**src/rtl/assert_macros.svh**
```systemverilog
// assertion helpers, clk and rst_n taken from the enclosing module
`ifndef ASSERT_MACROS_SVH
`define ASSERT_MACROS_SVH

// same-cycle implication
`define ASSERT_IMPL(lbl, ante, cons, msg) \
    lbl: assert property (@(posedge clk) disable iff (!rst_n) (ante) |-> (cons)) \
        else $error(msg);

// next-cycle implication
`define ASSERT_NEXT(lbl, ante, cons, msg) \
    lbl: assert property (@(posedge clk) disable iff (!rst_n) (ante) |=> (cons)) \
        else $error(msg);

`endif

```
**src/rtl/mmbd_pkg.sv**
```systemverilog
package mmbd_pkg;

    localparam int BOOT_ROM_BYTES = 256;
    localparam int BOOT_IDX_W     = $clog2(BOOT_ROM_BYTES);
    localparam int STORE_DEPTH    = 65536;

    localparam logic [1:0] FN_READ  = 2'd0;
    localparam logic [1:0] FN_WRITE = 2'd1;
    localparam logic [1:0] FN_LOAD  = 2'd2;

    localparam logic [1:0] ST_LOCAL = 2'd0;
    localparam logic [1:0] ST_FWD   = 2'd1;
    localparam logic [1:0] ST_FAULT = 2'd2;

    localparam logic [15:0] ADDR_ROM_END    = 16'h8000;
    localparam logic [15:0] ADDR_VRAM_END   = 16'hA000;
    localparam logic [15:0] ADDR_MIRROR_LO  = 16'hE000;
    localparam logic [15:0] ADDR_MIRROR_END = 16'hFE00;
    localparam logic [15:0] MIRROR_OFFSET   = 16'h2000;
    localparam logic [15:0] ADDR_UNUSED_LO  = 16'hFEA0;
    localparam logic [15:0] ADDR_IO_LO      = 16'hFF00;
    localparam logic [15:0] ADDR_IF         = 16'hFF0F;
    localparam logic [15:0] ADDR_LCD_LO     = 16'hFF40;
    localparam logic [15:0] ADDR_LCD_HI     = 16'hFF44;
    localparam logic [15:0] ADDR_BGP        = 16'hFF47;
    localparam logic [15:0] ADDR_BOOT_OFF   = 16'hFF50;
    localparam logic [15:0] ADDR_IE         = 16'hFFFF;

    localparam logic [7:0] FAULT_BYTE = 8'hFF;

    localparam logic [7:0] BOOT_TABLE [BOOT_ROM_BYTES] = '{
        8'h31, 8'hFE, 8'hFF, 8'hAF, 8'h21, 8'hFF, 8'h9F, 8'h32,
        8'hCB, 8'h7C, 8'h20, 8'hFB, 8'h21, 8'h26, 8'hFF, 8'h0E,
        8'h11, 8'h3E, 8'h80, 8'h32, 8'hE2, 8'h0C, 8'h3E, 8'hF3,
        8'hE2, 8'h32, 8'h3E, 8'h77, 8'h77, 8'h3E, 8'hFC, 8'hE0,
        8'h47, 8'h11, 8'h04, 8'h01, 8'h21, 8'h10, 8'h80, 8'h1A,
        8'hCD, 8'h95, 8'h00, 8'hCD, 8'h96, 8'h00, 8'h13, 8'h7B,
        8'hFE, 8'h34, 8'h20, 8'hF3, 8'h11, 8'hD8, 8'h00, 8'h06,
        8'h08, 8'h1A, 8'h13, 8'h22, 8'h23, 8'h05, 8'h20, 8'hF9,
        8'h3E, 8'h19, 8'hEA, 8'h10, 8'h99, 8'h21, 8'h2F, 8'h99,
        8'h0E, 8'h0C, 8'h3D, 8'h28, 8'h08, 8'h32, 8'h0D, 8'h20,
        8'hF9, 8'h2E, 8'h0F, 8'h18, 8'hF3, 8'h67, 8'h3E, 8'h64,
        8'h57, 8'hE0, 8'h42, 8'h3E, 8'h91, 8'hE0, 8'h40, 8'h04,
        8'h1E, 8'h02, 8'h0E, 8'h0C, 8'hF0, 8'h44, 8'hFE, 8'h90,
        8'h20, 8'hFA, 8'h0D, 8'h20, 8'hF7, 8'h1D, 8'h20, 8'hF2,
        8'h0E, 8'h13, 8'h24, 8'h7C, 8'h1E, 8'h83, 8'hFE, 8'h62,
        8'h28, 8'h06, 8'h1E, 8'hC1, 8'hFE, 8'h64, 8'h20, 8'h06,
        8'h7B, 8'hE2, 8'h0C, 8'h3E, 8'h87, 8'hE2, 8'hF0, 8'h42,
        8'h90, 8'hE0, 8'h42, 8'h15, 8'h20, 8'hD2, 8'h05, 8'h20,
        8'h4F, 8'h16, 8'h20, 8'h18, 8'hCB, 8'h4F, 8'h06, 8'h04,
        8'hC5, 8'hCB, 8'h11, 8'h17, 8'hC1, 8'hCB, 8'h11, 8'h17,
        8'h05, 8'h20, 8'hF5, 8'h22, 8'h23, 8'h22, 8'h23, 8'hC9,
        8'hCE, 8'hED, 8'h66, 8'h66, 8'hCC, 8'h0D, 8'h00, 8'h0B,
        8'h03, 8'h73, 8'h00, 8'h83, 8'h00, 8'h0C, 8'h00, 8'h0D,
        8'h00, 8'h08, 8'h11, 8'h1F, 8'h88, 8'h89, 8'h00, 8'h0E,
        8'hDC, 8'hCC, 8'h6E, 8'hE6, 8'hDD, 8'hDD, 8'hD9, 8'h99,
        8'hBB, 8'hBB, 8'h67, 8'h63, 8'h6E, 8'h0E, 8'hEC, 8'hCC,
        8'hDD, 8'hDC, 8'h99, 8'h9F, 8'hBB, 8'hB9, 8'h33, 8'h3E,
        8'h3C, 8'h42, 8'hB9, 8'hA5, 8'hB9, 8'hA5, 8'h42, 8'h3C,
        8'h21, 8'h04, 8'h01, 8'h11, 8'hA8, 8'h00, 8'h1A, 8'h13,
        8'hBE, 8'h20, 8'hFE, 8'h23, 8'h7D, 8'hFE, 8'h34, 8'h20,
        8'hF5, 8'h06, 8'h19, 8'h78, 8'h86, 8'h23, 8'h05, 8'h20,
        8'hFB, 8'h86, 8'h20, 8'hFE, 8'h3E, 8'h01, 8'hE0, 8'h50
    };

    typedef struct packed {
        logic [1:0]  status;
        logic [7:0]  rd_byte;
        logic [15:0] fwd_addr;
        logic [7:0]  fwd_byte;
        logic        sel_store;
        logic        ram_en;
        logic        ram_we;
        logic [15:0] ram_addr;
        logic        set_flag;
        logic        set_enable;
        logic        set_overlay;
        logic        overlay_val;
    } dec_t;

endpackage

```
**src/rtl/mmbd_decode.sv**
```systemverilog
module mmbd_decode (
    input  logic          [1:0]  func,
    input  logic          [15:0] address,
    input  logic          [7:0]  write_byte,
    input  logic                 overlay_on,
    input  logic          [7:0]  irq_flag,
    input  logic          [7:0]  irq_enable,
    output mmbd_pkg::dec_t       dec
);
    import mmbd_pkg::*;

    logic is_wr;
    logic is_fwd;

    assign is_wr  = (func == FN_WRITE);
    assign is_fwd = (address < ADDR_VRAM_END)
                 || (address >= ADDR_LCD_LO && address <= ADDR_LCD_HI)
                 || (address == ADDR_BGP);

    always_comb
    begin
        dec             = '0;
        dec.status      = ST_LOCAL;
        dec.ram_addr    = address;
        dec.overlay_val = (write_byte == 8'h00);
        case (func)
            FN_LOAD:
            begin
                if (address >= ADDR_ROM_END)
                begin
                    dec.status  = ST_FAULT;
                    dec.rd_byte = FAULT_BYTE;
                end
                else
                begin
                    dec.ram_en = 1'b1;
                    dec.ram_we = 1'b1;
                end
            end
            FN_READ, FN_WRITE:
            begin
                if (address < ADDR_ROM_END)
                begin
                    if (is_wr)
                    begin
                        dec.status  = ST_FAULT;
                        dec.rd_byte = FAULT_BYTE;
                    end
                    else if (overlay_on && address < 16'(BOOT_ROM_BYTES))
                    begin
                        dec.rd_byte = BOOT_TABLE[address[BOOT_IDX_W-1:0]];
                    end
                    else
                    begin
                        dec.ram_en    = 1'b1;
                        dec.sel_store = 1'b1;
                    end
                end
                else if (is_fwd)
                begin
                    dec.status   = ST_FWD;
                    dec.fwd_addr = address;
                    dec.fwd_byte = is_wr ? write_byte : 8'h00;
                end
                else if (address >= ADDR_MIRROR_LO && address < ADDR_MIRROR_END)
                begin
                    dec.ram_addr  = address - MIRROR_OFFSET;
                    dec.ram_en    = 1'b1;
                    dec.ram_we    = is_wr;
                    dec.sel_store = !is_wr;
                end
                else if (address >= ADDR_UNUSED_LO && address < ADDR_IO_LO)
                begin
                    dec.status  = ST_FAULT;
                    dec.rd_byte = FAULT_BYTE;
                end
                else if (address == ADDR_IF)
                begin
                    dec.set_flag = is_wr;
                    dec.rd_byte  = is_wr ? 8'h00 : irq_flag;
                end
                else if (address == ADDR_IE)
                begin
                    dec.set_enable = is_wr;
                    dec.rd_byte    = is_wr ? 8'h00 : irq_enable;
                end
                else
                begin
                    dec.set_overlay = is_wr && (address == ADDR_BOOT_OFF);
                    dec.ram_en      = 1'b1;
                    dec.ram_we      = is_wr;
                    dec.sel_store   = !is_wr;
                end
            end
            default:
            begin
                dec.status  = ST_FAULT;
                dec.rd_byte = FAULT_BYTE;
            end
        endcase
    end

endmodule
```
**config.mk**
```make
export PLATFORM = sky130hd
export DESIGN_NAME = mmbd_decode
export DESIGN_NICKNAME = d
export VERILOG_FILES = /design/src/rtl/assert_macros.svh /design/src/rtl/mmbd_pkg.sv /design/src/rtl/mmbd_decode.sv
export SDC_FILE = /design/constraint.sdc
export NUM_CORES = 1
export LEC_CHECK = 0
export BUFFER_PORTS_ARGS = -buffer_cell sky130_fd_sc_hd__buf_2
export CORE_MARGIN = 3
export CORE_UTILIZATION = 58
export DETAILED_ROUTE_END_ITERATION = 8
export GPL_TIMING_DRIVEN = 1
export PLACE_DENSITY = 0.88
export SYNTH_ARGS = -nofsm -noshare
export SYNTH_HDL_FRONTEND = slang
export SYNTH_SLANG_ARGS = --single-unit
```
**constraint.sdc**
```tcl
create_clock -name vclk -period 4.3
set_input_delay 0.645 -clock vclk [all_inputs]
set_output_delay 0.645 -clock vclk [all_outputs]
set_load 0.05 [all_outputs]
```
==> impl_summary.md <==
Synth
The main combinational cell family by area after synthesis is compound AO/OA/AOI/OAI gates. The gate count after technology mapping is approximately 670. The simple-gate share of the synthesized area is approximately 35%. The number of warnings issued by yosys is 0.

The number of nets in the synthesized netlist is 730. After Yosys synthesis, XOR and XNOR cells account for less than 1% of the synthesized area. Of the synthesized area, sequential elements account for 0%. The multiplexer share of the synthesized area is 2.75%. The share of the synthesized area in compound gates (AO/OA/AOI/OAI) is 41.4%. The number of distinct library cells after synthesis is 86. The adder-cell area share of the yosys netlist is under 10%. The average cell area after synthesis is roughly 6.3 um2.

The cell area that synthesis handed to floorplanning was 4220 um2.

Floorplanning
The area of the die is roughly 8300 um2. The floorplan has 30 rows. The initial utilization of the core area, before any placement, comes to about three fifths. The standard cell core area is just under 7000 um2. From left edge to right edge, the die measures 91.3 um. The vertical die dimension is between 90 and 100 um. The number of placed I/O pins is 100.

Timing
The post-route clock period utilization is about 96%. Derived from the worst setup path, the maximum achievable clock frequency is 0.241 GHz. Setup repair after global routing left no endpoint under its margin. The setup total negative slack is 0 ns. The number of max-slew violations in the final report came to 0. The total setup violations reported at the end of the flow is 0. The final hold violation count came to 0. The tightest slew margin relative to the limit is roughly a third. The slew of the pin with the lowest slew margin is 1.03 ns. The post-route worst setup slack is approximately 0.15 ns.

The post-layout minimum cycle time is 4.15 ns.

Setup path
Data on the critical path is required at its endpoint by 3.65 ns. Data on the critical path arrives at its endpoint at between 3 and 4 ns. STA classifies the critical path startpoint as an input port. The critical path is of the in2out type. Of all nets on the critical path, the largest fanout is 13. The type of destination of the critical path is an output pin.

Placed design
The instance area at placement is about 4700 um2. Once detailed placement completed, the half-perimeter wirelength came to 15700 um. The final weighted congestion of routability-driven global placement is 1.28. The count of buffers inserted at the top-level ports is 100. Prior to clock tree synthesis, the placed netlist has a worst setup slack of about 0.32 ns.

Clock tree
Buffers inserted to repair hold after CTS numbered 0. The post-CTS setup-driven buffer insertion count is 0. The number of gates resized after CTS was 0.

Finish
For this run, the share of the core covered by cells in the final layout is between 60% and 70%. The area added between synthesis and finish is 11.4%. Leaving out fill and tap cells, the most frequent cell in the layout is sky130_fd_sc_hd__buf_2.

The sequential cell count is 0. In the final design database the tool counted 788 nets. The filler cells instantiated in the layout total 647. Cells with a size suffix above 1 make up between 20% and 30% of the layout. The design area is ~4700 um2. The layout has 0 clock buffers. In the layout the commonest cells are 99 x sky130_fd_sc_hd__buf_2, 52 x sky130_fd_sc_hd__o21ai_0, 51 x sky130_fd_sc_hd__nor2_1.

The antenna cell count is 0. Summing all flip-flop and latch instances after layout gives 0 um2.

Route
The mean number of vias per cell is between 7 and 8. The first detailed-routing pass took 9 iterations. The mean routed wirelength per cell is around 27 um. In this run the remaining antenna-violating nets after routing total 0. The routed layout has between 6000 and 7000 vias. The initial DRC count is ~1500. The remaining routing DRC violations is 28. The detailed-route wire length is roughly 22000 um.

Global route
The initial antenna violation count is 0. The residual overflow from global routing is 0. The aggregate global-route resource usage is about half. Entering global routing, the biggest net connects between 60 and 70 pins. The via count of the first global-routing pass is 5860. The global-route wire length before repair is between 30000 and 40000 um.

Pwr
The static power due to leakage is 1.91 nW. The design draws slightly above 0.0006 W. Across the VDD grid, the largest voltage drop is ~80 uV.

The power per cell area is 128 nW/um2.

Flow run
The max-capacitance violation count is 0.

Outcome
The final reports fail on DRC. The flow ran to the end, but the final reports show violations.

Worst hold path
The path class of the lowest-slack min-delay path is in2out.
## Yosys cell counts, drive strengths merged (3+ instances only)
library cell | number | area share, %
inv | 17 | 1.5
a211oi | 11 | 2.1
a22oi | 7 | 1.2
nor4 | 7 | 1.3
a221oi | 4 | 0.83
a22o | 4 | 0.83
clkbuf | 23 | 2.0
a32oi | 4 | 0.83
mux2i | 6 | 1.4
nor3 | 32 | 4.3
a21oi | 50 | 5.9
mux2 | 3 | 0.80
a2111oi | 7 | 1.7
o21ai | 63 | 7.6
or3 | 5 | 0.74
nor2b | 19 | 2.8
o2111ai | 4 | 0.83
o311ai | 7 | 1.6
a41oi | 7 | 1.5
or2 | 6 | 0.89
o211ai | 10 | 1.8
nor4b | 4 | 1.2
buf | 60 | 9.7
and3 | 6 | 0.89
o22ai | 7 | 1.0
a211o | 3 | 0.62
o31ai | 6 | 1.1
nand3 | 27 | 3.6
a311oi | 9 | 1.9
and2 | 18 | 2.7
a31oi | 22 | 3.3
nor2 | 55 | 5.4
nand2b | 21 | 3.1
o221ai | 4 | 0.83
ha | 21 | 6.2
o41ai | 3 | 0.62
nand4 | 6 | 0.89
or4 | 6 | 1.2
nand2 | 50 | 4.4
xnor2 | 4 | 0.83
o21a | 3 | 0.53
## worst max-delay path: stages
cell                        delay, ns
sky130_fd_sc_hd__buf_2           0.20
sky130_fd_sc_hd__inv_1           0.08
sky130_fd_sc_hd__ha_1            0.52
sky130_fd_sc_hd__nand2b_1        0.47
sky130_fd_sc_hd__a21oi_1         0.26
sky130_fd_sc_hd__o22ai_1         0.13
sky130_fd_sc_hd__a2111oi_2       0.35
sky130_fd_sc_hd__nand4_1         0.29
sky130_fd_sc_hd__a21oi_1         0.26
sky130_fd_sc_hd__buf_2           0.29
## cell families after synthesis
group	after synthesis
fa+ha+maj	21
mux	10
xor+xnor	4
buf+inv	101
simple gates	273
compound gates	257
## through the flow
stage / instances / hold slack, ns
finish: 818 / 1.63
detailed placement: 818 / 1.63
CTS: 818 / 1.63
global route: 818 / 1.63
floorplan: 666 / 1.46
global placement: 818 / 1.62
## power by group
group          switching [W]  internal (W)  leakage (nW)  total (W)
clock                      0             0             0          0
sequential                 0             0             0          0
combinational       0.000430      0.000175          1.91   0.000605
## cell type report
class	instances	area, um2	share of cell area, %
multi-input combinational	565	3690	78.3
timing repair buffer	139	833	17.7
tap	96	120	2.55
inverter	18	67.6	1.44
## worst paths after layout
path	start	endpoint	depth (start not counted)
setup / recovery	address[0]	dec[49]	10
hold / removal	address[9]	dec[13]	2
## metal layers
layer  vias to the layer above  global-route usage (%)  share of wire, %
met5                         -                       0                 0
met4                         0                    31.7                10
met1                      2790                    59.8                33
met3                       258                    22.7                18
met2                       718                    70.9                38
li1                       2631                       -                 -
No activity file was read; power rests on OpenSTA's default activity.
